### src/sv/shv_pkg.sv
`timescale 1ns / 1ps
package shv_pkg;

   localparam int unsigned WordWidth = 32;
   localparam int unsigned ChainDepth = 5;
   localparam int unsigned BlockWords = 16;
   localparam int unsigned RoundCount = 80;

   localparam logic [WordWidth-1:0] IV0 = 32'h6745_2300;
   localparam logic [WordWidth-1:0] IV1 = 32'hEFCD_AB89;
   localparam logic [WordWidth-1:0] IV2 = 32'h98BA_DCFE;
   localparam logic [WordWidth-1:0] IV3 = 32'h1032_5475;
   localparam logic [WordWidth-1:0] IV4 = 32'hC3D2_E1EF;
   localparam logic [WordWidth-1:0] RK0 = 32'h05C2_7C99;
   localparam logic [WordWidth-1:0] RK1 = 32'h6AAA_EBA1;
   localparam logic [WordWidth-1:0] RK2 = 32'h2F1B_B5DC;
   localparam logic [WordWidth-1:0] RK3 = 32'hC5B2_C1D6;
   localparam logic [7:0] PadMark = 8'h80;

   typedef enum logic [2:0] {
      ST_IDLE,
      ST_ROUND,
      ST_FOLD,
      ST_PAD,
      ST_EMIT
   } state_type;

   // control from sequencer to round unit
   typedef struct packed {
      logic       load;   // copy chain into working vars
      logic       step;   // run one round
      logic [6:0] round;  // round number 0..79
   } rnd_ctrl_type;

   function automatic logic [WordWidth-1:0] iv_word(input logic [2:0] idx);
      case (idx)
         3'd0: iv_word = IV0;
         3'd1: iv_word = IV1;
         3'd2: iv_word = IV2;
         3'd3: iv_word = IV3;
         default: iv_word = IV4;
      endcase
   endfunction

endpackage

### src/sv/sha1_variant_hash_engine_core.sv
`timescale 1ns / 1ps
// Channel | Ports       | Payload
// request | req_t*      | tdata[7:0]=data_byte, tuser[0]=byte_present, tlast=end_of_message
// result  | rsp_t*      | tdata[31:0]=digest_word, tuser[2:0]=word_index, tlast=last_word
//
// A request with a byte is packed into the block buffer, and a byte that fills a block
// starts a compression (one load, 80 rounds on the shared round unit and one chaining fold).
// End of message: pad bytes go in one a cycle, each filled block is compressed,
// then five result words follow, one per accepted transfer.
// Reset (synchronous) restores the initial chain and clears counters.
// req_tready is low while compressing, padding or emitting; rsp stalls hold.
module sha1_variant_hash_engine_core
   import shv_pkg::*;
(
   input  logic        clock,
   input  logic        reset,
   input  logic        req_tvalid,
   output logic        req_tready,
   input  logic [7:0]  req_tdata,   // data_byte
   input  logic        req_tuser,   // byte_present
   input  logic        req_tlast,   // end_of_message
   output logic        rsp_tvalid,
   input  logic        rsp_tready,
   output logic [31:0] rsp_tdata,   // digest_word
   output logic [2:0]  rsp_tuser,   // word_index
   output logic        rsp_tlast    // last_word
);

   state_type state_ff, state_in;
   logic [WordWidth-1:0] chain_ff [ChainDepth];
   logic [WordWidth-1:0] buf_ff [BlockWords];
   logic [5:0]  cnt_ff;
   logic [63:0] bits_ff, len_ff;
   logic [6:0]  round_ff;
   logic [2:0]  widx_ff;
   logic        ending_ff;   // padding in progress for this message
   logic        padlen_ff;   // 0x80 already placed
   logic        lenok_ff;    // current block takes the length field

   logic req_fire, rsp_fire;
   logic put_en;
   logic [7:0] put_byte;
   logic [WordWidth-1:0] sched_w;
   logic [WordWidth-1:0] sched_mix;
   logic [WordWidth-1:0] wa, wb, wc, wd, we;
   rnd_ctrl_type ctrl;

   assign req_fire = req_tvalid && req_tready;
   assign rsp_fire = rsp_tvalid && rsp_tready;
   assign sched_w = buf_ff[0];
   assign sched_mix = buf_ff[13] ^ buf_ff[8] ^ buf_ff[2] ^ buf_ff[0];

   // next state
   always_comb begin
      state_in = state_ff;
      case (state_ff)
         ST_IDLE: begin
            if (req_fire) begin
               if (req_tuser && cnt_ff == 6'd63) state_in = ST_ROUND;
               else if (req_tlast) state_in = ST_PAD;
            end
         end
         ST_ROUND: if (round_ff == 7'd80) state_in = ST_FOLD;
         ST_FOLD: begin
            if (ending_ff && lenok_ff) state_in = ST_EMIT;
            else if (ending_ff) state_in = ST_PAD;
            else state_in = ST_IDLE;
         end
         ST_PAD: if (cnt_ff == 6'd63) state_in = ST_ROUND;
         ST_EMIT: if (rsp_fire && widx_ff == 3'd4) state_in = ST_IDLE;
         default: state_in = ST_IDLE;
      endcase
   end

   // outputs
   always_comb begin
      req_tready = (state_ff == ST_IDLE);
      rsp_tvalid = (state_ff == ST_EMIT);
      ctrl.load  = (state_ff == ST_ROUND) && (round_ff == 7'd0);
      ctrl.step  = (state_ff == ST_ROUND) && (round_ff != 7'd0);
      ctrl.round = round_ff - 7'd1;
      put_en = 1'b0;
      put_byte = req_tdata;
      if (state_ff == ST_IDLE && req_fire && req_tuser) put_en = 1'b1;
      if (state_ff == ST_PAD) begin
         put_en = 1'b1;
         if (!padlen_ff) put_byte = PadMark;
         else if (lenok_ff && cnt_ff >= 6'd56)
            put_byte = len_ff[6'd63 - {cnt_ff[2:0], 3'd0} -: 8];
         else put_byte = 8'd0;
      end
   end

   assign rsp_tdata = chain_ff[widx_ff];
   assign rsp_tuser = widx_ff;
   assign rsp_tlast = (widx_ff == 3'd4);

   shv_round u_round (
      .clock(clock), .ctrl(ctrl),
      .chain_a(chain_ff[0]), .chain_b(chain_ff[1]), .chain_c(chain_ff[2]),
      .chain_d(chain_ff[3]), .chain_e(chain_ff[4]), .sched_w(sched_w),
      .work_a(wa), .work_b(wb), .work_c(wc), .work_d(wd), .work_e(we)
   );

   // block buffer: byte packing, then rotates as a 16-word schedule window
   always_ff @(posedge clock) begin
      if (put_en) begin
         case (cnt_ff[1:0])
            2'd0: buf_ff[cnt_ff[5:2]][31:24] <= put_byte;
            2'd1: buf_ff[cnt_ff[5:2]][23:16] <= put_byte;
            2'd2: buf_ff[cnt_ff[5:2]][15:8]  <= put_byte;
            default: buf_ff[cnt_ff[5:2]][7:0] <= put_byte;
         endcase
      end else if (ctrl.step) begin
         for (int i = 0; i < BlockWords - 1; i++) buf_ff[i] <= buf_ff[i+1];
         buf_ff[BlockWords-1] <= {sched_mix[30:0], sched_mix[31]};
      end
   end

   // control registers
   always_ff @(posedge clock) begin
      if (reset) begin
         state_ff <= ST_IDLE;
         for (int i = 0; i < ChainDepth; i++) chain_ff[i] <= iv_word(3'(i));
         cnt_ff <= '0;
         bits_ff <= '0;
         len_ff <= '0;
         round_ff <= '0;
         widx_ff <= '0;
         ending_ff <= 1'b0;
         padlen_ff <= 1'b0;
         lenok_ff <= 1'b0;
      end else begin
         state_ff <= state_in;
         if (put_en) cnt_ff <= cnt_ff + 6'd1;
         if (state_ff == ST_IDLE && req_fire) begin
            if (req_tuser) bits_ff <= bits_ff + 64'd8;
            if (req_tlast) begin
               ending_ff <= 1'b1;
               padlen_ff <= 1'b0;
               len_ff <= req_tuser ? bits_ff + 64'd8 : bits_ff;
            end
         end
         if (state_ff == ST_PAD) padlen_ff <= 1'b1;
         // mark early enough in the block: length follows in the same block
         if (state_ff == ST_PAD && !padlen_ff && cnt_ff <= 6'd55) lenok_ff <= 1'b1;
         if (state_ff == ST_ROUND) round_ff <= round_ff + 7'd1;
         if (state_ff == ST_FOLD) begin
            round_ff <= '0;
            chain_ff[0] <= chain_ff[0] + wa;
            chain_ff[1] <= chain_ff[1] + wb;
            chain_ff[2] <= chain_ff[2] + wc;
            chain_ff[3] <= chain_ff[3] + wd;
            chain_ff[4] <= chain_ff[4] + we;
            // block with the mark is done: next block carries the length
            if (ending_ff && padlen_ff) lenok_ff <= 1'b1;
         end
         if (rsp_fire) begin
            if (widx_ff == 3'd4) begin
               widx_ff <= '0;
               for (int i = 0; i < ChainDepth; i++) chain_ff[i] <= iv_word(3'(i));
               bits_ff <= '0;
               ending_ff <= 1'b0;
               padlen_ff <= 1'b0;
               lenok_ff <= 1'b0;
            end else begin
               widx_ff <= widx_ff + 3'd1;
            end
         end
      end
   end

   a_emit_idx: assert property (@(posedge clock) disable iff (reset)
      rsp_tvalid |-> widx_ff <= 3'd4) else $error("bad word index");
   a_no_both: assert property (@(posedge clock) disable iff (reset)
      !(req_tready && rsp_tvalid)) else $error("ready while emitting");
   a_last: assert property (@(posedge clock) disable iff (reset)
      (rsp_fire && rsp_tlast) |=> state_ff == ST_IDLE) else $error("no idle after digest");

endmodule

### src/sv/shv_round.sv
`timescale 1ns / 1ps
module shv_round
   import shv_pkg::*;
(
   input  logic                        clock,
   input  rnd_ctrl_type                ctrl,
   input  logic [WordWidth-1:0]        chain_a,
   input  logic [WordWidth-1:0]        chain_b,
   input  logic [WordWidth-1:0]        chain_c,
   input  logic [WordWidth-1:0]        chain_d,
   input  logic [WordWidth-1:0]        chain_e,
   input  logic [WordWidth-1:0]        sched_w,
   output logic [WordWidth-1:0]        work_a,
   output logic [WordWidth-1:0]        work_b,
   output logic [WordWidth-1:0]        work_c,
   output logic [WordWidth-1:0]        work_d,
   output logic [WordWidth-1:0]        work_e
);

   logic [WordWidth-1:0] a_ff, b_ff, c_ff, d_ff, e_ff;
   logic [WordWidth-1:0] a_in, b_in, c_in, d_in, e_in;
   logic [WordWidth-1:0] f_val, k_val;

   // round function and constant
   always_comb begin
      if (ctrl.round < 7'd20) begin
         f_val = (b_ff & c_ff) | (~b_ff & d_ff);
         k_val = RK0;
      end else if (ctrl.round < 7'd40) begin
         f_val = b_ff ^ c_ff ^ d_ff;
         k_val = RK1;
      end else if (ctrl.round < 7'd60) begin
         f_val = (b_ff & c_ff) | (b_ff & d_ff) | (c_ff & d_ff);
         k_val = RK2;
      end else begin
         f_val = b_ff ^ c_ff ^ d_ff;
         k_val = RK3;
      end
   end

   // next working vars
   always_comb begin
      a_in = a_ff;
      b_in = b_ff;
      c_in = c_ff;
      d_in = d_ff;
      e_in = e_ff;
      if (ctrl.load) begin
         a_in = chain_a;
         b_in = chain_b;
         c_in = chain_c;
         d_in = chain_d;
         e_in = chain_e;
      end else if (ctrl.step) begin
         a_in = {a_ff[26:0], a_ff[31:27]} + f_val + e_ff + k_val + sched_w;
         b_in = a_ff;
         c_in = {b_ff[1:0], b_ff[31:2]};
         d_in = c_ff;
         e_in = d_ff;
      end
   end

   always_ff @(posedge clock) begin
      a_ff <= a_in;
      b_ff <= b_in;
      c_ff <= c_in;
      d_ff <= d_in;
      e_ff <= e_in;
   end

   assign work_a = a_ff;
   assign work_b = b_ff;
   assign work_c = c_ff;
   assign work_d = d_ff;
   assign work_e = e_ff;

endmodule
### config.mk
export PLATFORM = sky130hd
export DESIGN_NAME = sha1_variant_hash_engine_core
export DESIGN_NICKNAME = d
export VERILOG_FILES = /design/src/sv/shv_pkg.sv /design/src/sv/sha1_variant_hash_engine_core.sv /design/src/sv/shv_round.sv
export SDC_FILE = /design/constraint.sdc
export NUM_CORES = 2
export LEC_CHECK = 0
export BUFFER_PORTS_ARGS = -buffer_cell sky130_fd_sc_hd__buf_4
export CORE_ASPECT_RATIO = 0.5
export CORE_UTILIZATION = 45
export DETAILED_ROUTE_END_ITERATION = 12
export RECOVER_POWER = 100
export SYNTH_ARGS = -nofsm -noshare
export SYNTH_HDL_FRONTEND = slang
export SYNTH_SLANG_ARGS = --single-unit
### constraint.sdc
create_clock -name clock -period 10.8 [get_ports clock]
set_input_delay 1.62 -clock clock [delete_from_list [all_inputs] [get_ports clock]]
set_output_delay 1.62 -clock clock [all_outputs]
set_load 0.02 [all_outputs]
=== Yosys cells after proc, flatten, opt, wreduce, memory -nomap -nowiden ===
Memory sizes are Yosys's and may differ from the RTL's. A register that Yosys moved wholly into a read port is not among the register bits.
Index checks and enable logic that the tools add are counted.

* Register bits after elaboration: 310
* RAM bits: 672
* Word-level logic and storage cells: 206
* Memories: 2

* Magnitude comparators: 5
* Add/sub/neg operators: 15
* Muxes and demuxes: 108
* Bitwise logic cells: 23
* Shift-type cells: 1
* Equality and inequality tests: 14
* Reductions and logical operators: 24

{| class="wikitable"
|+ Memories
! name !! words !! bits a word !! read ports !! clocked after Yosys merged registers in !! wr ports !! line !! text
|-
| buf_ff || 16 || 32 || 16 || 0 || 16 || sha1_variant_hash_engine_core.sv:31 || <nowiki>logic [WordWidth-1:0] buf_ff [BlockWords];</nowiki>
|-
| chain_ff || 5 || 32 || 6 || 1 || 5 || sha1_variant_hash_engine_core.sv:30 || <nowiki>logic [WordWidth-1:0] chain_ff [ChainDepth];</nowiki>
|}

{| class="wikitable"
|+ Operators with widths
! kind !! count
|-
| 2-to-1 mux 32 bit || 47
|-
| adder 32 bit || 9
|-
| 2-to-1 mux 64 bit || 4
|-
| XOR 32 bit || 5
|-
| bitwise AND 32 bit || 4
|-
| bitwise OR 32 bit || 3
|-
| indexed part select 71 x 7 -> 8 bit || 1
|-
| adder 64 x 4 -> 64 bit, second input constant || 1
|-
| 2-to-1 mux 1 bit || 40
|-
| NOT 32 bit || 1
|-
| OR reduction 32 bit || 1
|-
| 2-to-1 mux 3 bit || 10
|-
| 2-to-1 mux 8 bit || 3
|-
| one-hot mux 3 bit (5 select lines) || 1
|-
| < comparator 7 x 6 -> 1 bit, second input constant || 2
|-
| logical AND 1 bit || 13
|-
| bitwise OR 1 bit || 10
|-
| 2-to-1 mux 4 bit || 2
|-
| adder 7 x 1 -> 7 bit, second input constant || 1
|-
| equality test 7 bit, second input constant || 1
|-
| zero test 7 bit || 1
|-
| < comparator 7 x 5 -> 1 bit, second input constant || 1
|-
| nonzero test 7 bit || 1
|-
| subtractor 7 x 1 -> 7 bit, second input constant || 1
|-
| other kinds (23) || 27
|}

=== Depth between registers and ports, before layout ===
* Depth in word-level cells: 12
* Gate-level depth with buffers: 29

=== Modules after synthesis ===
From an unflattened synthesis, not the netlist that was laid out.

* Cells, all modules: 4699
* Area, all modules: 54820.1 um^2

{| class="wikitable"
|+ By module, submodules not included
! module !! sequential area each (um^2) !! instances !! area an instance (um^2) !! cells each
|-
| sha1_variant_hash_engine_core || 23122.2 || 1 || 42718.5 || 3678
|-
| shv_round || 4804.6 || 1 || 12101.6 || 1021
|}

=== Least setup slack after synthesis ===
No wires, ideal clock.

* Kind: register to register
* Start point: register state_ff[0]
* End point: register u_round.c_ff[28], in the netlist u_round.work_c[28] (data pin)
* Stages on the path, launching flop included: 9
* Buffers on the path: 4
* Data required time: 10547 ps
* Arrival: 7118 ps
* Library setup time: 253 ps
* Path slack: 3429 ps
* Cells stage by stage: dfxtp_1 > clkbuf_1 > nor3b_1 > clkbuf_1 > nand2_1 > clkbuf_1 > clkbuf_1 > nand2_1 > nand2_1

* Longest elaborated chain between the ends: 3

{| class="wikitable"
|+ RTL lines
! item !! line !! text
|-
| start: declaration || sha1_variant_hash_engine_core.sv:29 || <nowiki>state_type state_ff, state_in;</nowiki>
|-
| start signal: assignment || sha1_variant_hash_engine_core.sv:134 || <nowiki>state_ff <= state_in;</nowiki>
|-
| equality test 3 x 1 -> 1 bit || sha1_variant_hash_engine_core.sv:79 || <nowiki>ctrl.load = (state_ff == ST_ROUND) && (round_ff == 7'd0);</nowiki>
|-
| logical AND 1 bit || sha1_variant_hash_engine_core.sv:79 ||
|-
| 2-to-1 mux 32 bit || shv_round.sv:48 || <nowiki>if (ctrl.load) begin</nowiki>
|-
| net u_round.c_in[28] || shv_round.sv:21 || <nowiki>logic [WordWidth-1:0] a_in, b_in, c_in, d_in, e_in;</nowiki>
|-
| end signal: assignment || shv_round.sv:66 || <nowiki>c_ff <= c_in;</nowiki>
|-
| end: declaration || shv_round.sv:20 || <nowiki>logic [WordWidth-1:0] a_ff, b_ff, c_ff, d_ff, e_ff;</nowiki>
|}

The timed path passes the listed nets, and every way through them passes these cells.
A chain may end at the register's enable or synchronous reset.

==> results.tsv <==
stage	metric	value	unit
outcome	status	finished, violations left	
outcome	failing checks	max-capacitance violations, max-slew violations	
final_layout	design area	59700	µm²
logic_synthesis	Mapped Area	55100	µm²
sta	Tmin final	8.69	ns
global_routing	vias in the first global route	37466	
critical_path	FF-to-FF path depth	25	
sta	fin. max-slew vios	1201	
sta	final setup skew	0.0380	ns
global_routing	Remaining Overflow, GRT	0	
min_path	worst hold path endpoint	len_ff[41]	
placed_design	IO Port Bufs	51	
min_path	hold path cells	2	
route	routed via count	38494	
critical_path	CP arrival	8.97	ns
logic_synthesis	Synth Register Bits	979	
route	Iter 0 DRT Violations	3569	
clock_tree	clk root buf	clkbuf_16	
final_layout	share of cells above drive strength 1	5.93	%
sta	Final Hold Viols	0	
critical_path	crit-path max FO	75	
critical_path	CP Class	input pin to flip-flop	
clock_tree	H-tree depth	3	
clock_tree	clk_lat worst skew	0.72	ns
logic_synthesis	Yosys warning count	0	
logic_synthesis	Synth area leaders	edfxtp_1 45%, a21o_1 8.0%, dfxtp_1 5.3%	
route	post-DR vias/cell	5.79	
final_layout	nets@finish	5333	
sta	endpoints failing setup	0	
global_routing	first-pass GRT wire length	234000	µm
clock_tree	TritonCTS Buffers	94	
placed_design	GPL Wtd Cong	0.901	
sta	Slew headroom	-205	%
logic_synthesis	ys async rst share	0	%
floorplan	die width	497	µm
final_layout	area grow syn2layout	8.44	%
critical_path	required time worst endpoint	11.08	ns
global_routing	largest net degree at the start of global routing	149	
clock_tree	post-CTS sizing	0	
floorplan	core box area	121000	µm²
route	residual DRC count	0	
final_layout	Inserted Diodes	0	
floorplan	Die Span Y	249	µm
global_routing	initial antenna violation count	0	
route	Routed Wire Length	153000	µm
logic_synthesis	average footprint of a synthesized cell	11.0	µm²
logic_synthesis	Mapped Cells	5008	
route	wire per inst	23.0	µm
critical_path	r2r setup slk	2.18	ns
route	first-pass iteration count of the detailed router	8	
logic_synthesis	Synth Flop Type	edfxtp_1	
floorplan	Die ar.	124000	µm²
clock_tree	clock transition at the registers of the reported paths	0.06	ns
floorplan	Site Rows	90	
route	post-route ant nets	0	
min_path	hold path start	len_ff[41]	
sta	achievable clock frequency	0.115	GHz
sta	Slew @ Worst Pin	4.57	ns
clock_tree	hold_buf cts	0	
floorplan	Starting Density	45.5	%
logic_synthesis	Seq/Total Area, Yosys	50.7	%
clock_tree	Clock Sinks	979	
critical_path	R2R Path Start	round_ff[0]	
global_routing	GR Util All Layers	24.6	%
sta	setup TNS	0	ns
logic_synthesis	number of synthesized flops with an enable pin	832	
clock_tree	Setup Fix Bufs, Post-CTS	0	
logic_synthesis	synth unique cells	79	
sta	Final Cycle Share	80.5	%
sta	RSZ-0062 raised after global routing	no	
placed_design	post-placement cell area	57100	µm²
min_path	Hold WC Path Type	flip-flop to flip-flop	
run	Max Cap Viol	20	
logic_synthesis	Synth area leader	edfxtp_1	
logic_synthesis	Yosys top cell area share	45.4	%
logic_synthesis	Synthesized Nets	5378	
critical_path	critical path capture point type	flip-flop	
clock_tree	clk buf depth	3	
critical_path	CP Launch Type	input pin	
placed_design	post-detail-place hpwl	107000	µm
critical_path	terminus of the critical flop-to-flop path	u_round.work_a[31]	
floorplan	Ports	52	
clock_tree	CTS tree	built	
[synth_stat cells (all sizes together), types with 29 or more instances]
library cell  count
xor2            173
xnor2           169
nand3            85
a21o            585
or3              50
edfxtp          832
nor2            352
and2             29
nand4            34
fa              124
ha              232
and3             30
nor2b            46
dfxtp           147
inv             239
mux4             45
clkbuf          245
nor3             73
nand2b           36
nand2           619
a21oi           193
mux2             33
o21ai           225
o21a             38
a211oi           80
[cell families after synthesis]
group | Yosys count | share of synthesized area [%]
compound gates | 1308 | 16.2
xor+xnor | 342 | 5.44
fa+ha+maj | 356 | 9.78
buf+inv | 511 | 3.53
flops | 979 | 50.7
mux | 94 | 2.81
simple gates | 1418 | 11.6
[layer usage]
metal  vias to the layer above  track usage, %  share of wire [%]
met5                         -               0                  0
met4                         0            6.10                2.4
met3                       193            4.54                6.2
met2                      1162            36.9                 44
met1                     19247            36.5                 47
li1                      17892               -                  -
[flip-flops by register name (all words and copies together), names as in the netlist, 3 cells and up, named ones only]
name	flops
bits_ff	61
buf_ff	512
chain_ff	160
cnt_ff	6
len_ff	61
round_ff	7
rsp_tuser	3
state_ff	3
u_round.work_a	32
u_round.work_b	32
u_round.work_c	32
u_round.work_d	32
u_round.work_e	32
[final cells by class]
type,count,area (µm²)
sequential,979,27900
inverter,239,897
clock inverter,55,460
clock buffer,118,2490
tap,1610,2010
multi-input combinational,3518,25300
timing repair buffer,131,667
fill,11016,61200
[through the flow]
stage          std cells  utilization, %  hold slack, ns  worst slack, ns
3_5_place_dp        6476            47.3           0.493             3.50
4_1_cts             6649            49.7           0.503             3.46
3_3_place_gp        6476            47.3           0.487             3.76
5_1_grt             6650            49.4           0.517             1.41
2_1_floorplan       5008               -           0.473             3.43
6_report            6650            49.4           0.502             2.11
[placed cells by master (no fill, tap or decap), types with 17 or more instances in the layout]
cell type	count
nor2b_1	46
a311oi_1	17
a211oi_1	80
clkbuf_1	103
and3_1	29
xnor2_1	169
clkinv_1	20
ha_1	232
nand2b_1	36
a31oi_1	25
or3_1	49
clkinv_2	21
mux4_2	45
o21ai_0	225
xor2_1	173
o21a_1	38
nand3_1	82
dfxtp_1	144
o32ai_1	18
inv_1	239
and2_1	19
a21o_1	584
fa_1	124
edfxtp_1	832
clkbuf_16	95
nand4_1	33
buf_4	46
nor2_1	348
o21bai_1	28
mux2_2	26
a21oi_1	192
nand2_1	618
nor3_1	71
[worst max-delay path, cell delays in order]
cell,delay [ns]
clkbuf_1,2.38
nand2b_1,1.71
clkbuf_1,2.72
nor4_1,0.40
[worst max path at each step]
stage                      startpoint                 end  slack (ns)
after global routing      round_ff[0]  u_round.work_a[31]        1.41
after detailed placement  round_ff[0]  u_round.work_a[31]        3.50
after CTS                 round_ff[0]  u_round.work_a[31]        3.46
final                           reset     chain_ff[3][25]        2.11
after global placement    round_ff[0]  u_round.work_a[31]        3.76
after floorplan           state_ff[0]  u_round.work_c[28]        3.43
Power is left out: the tool's default activity adds up to more than one toggle a clock period on the data nets, which glitch-free logic cannot reach.
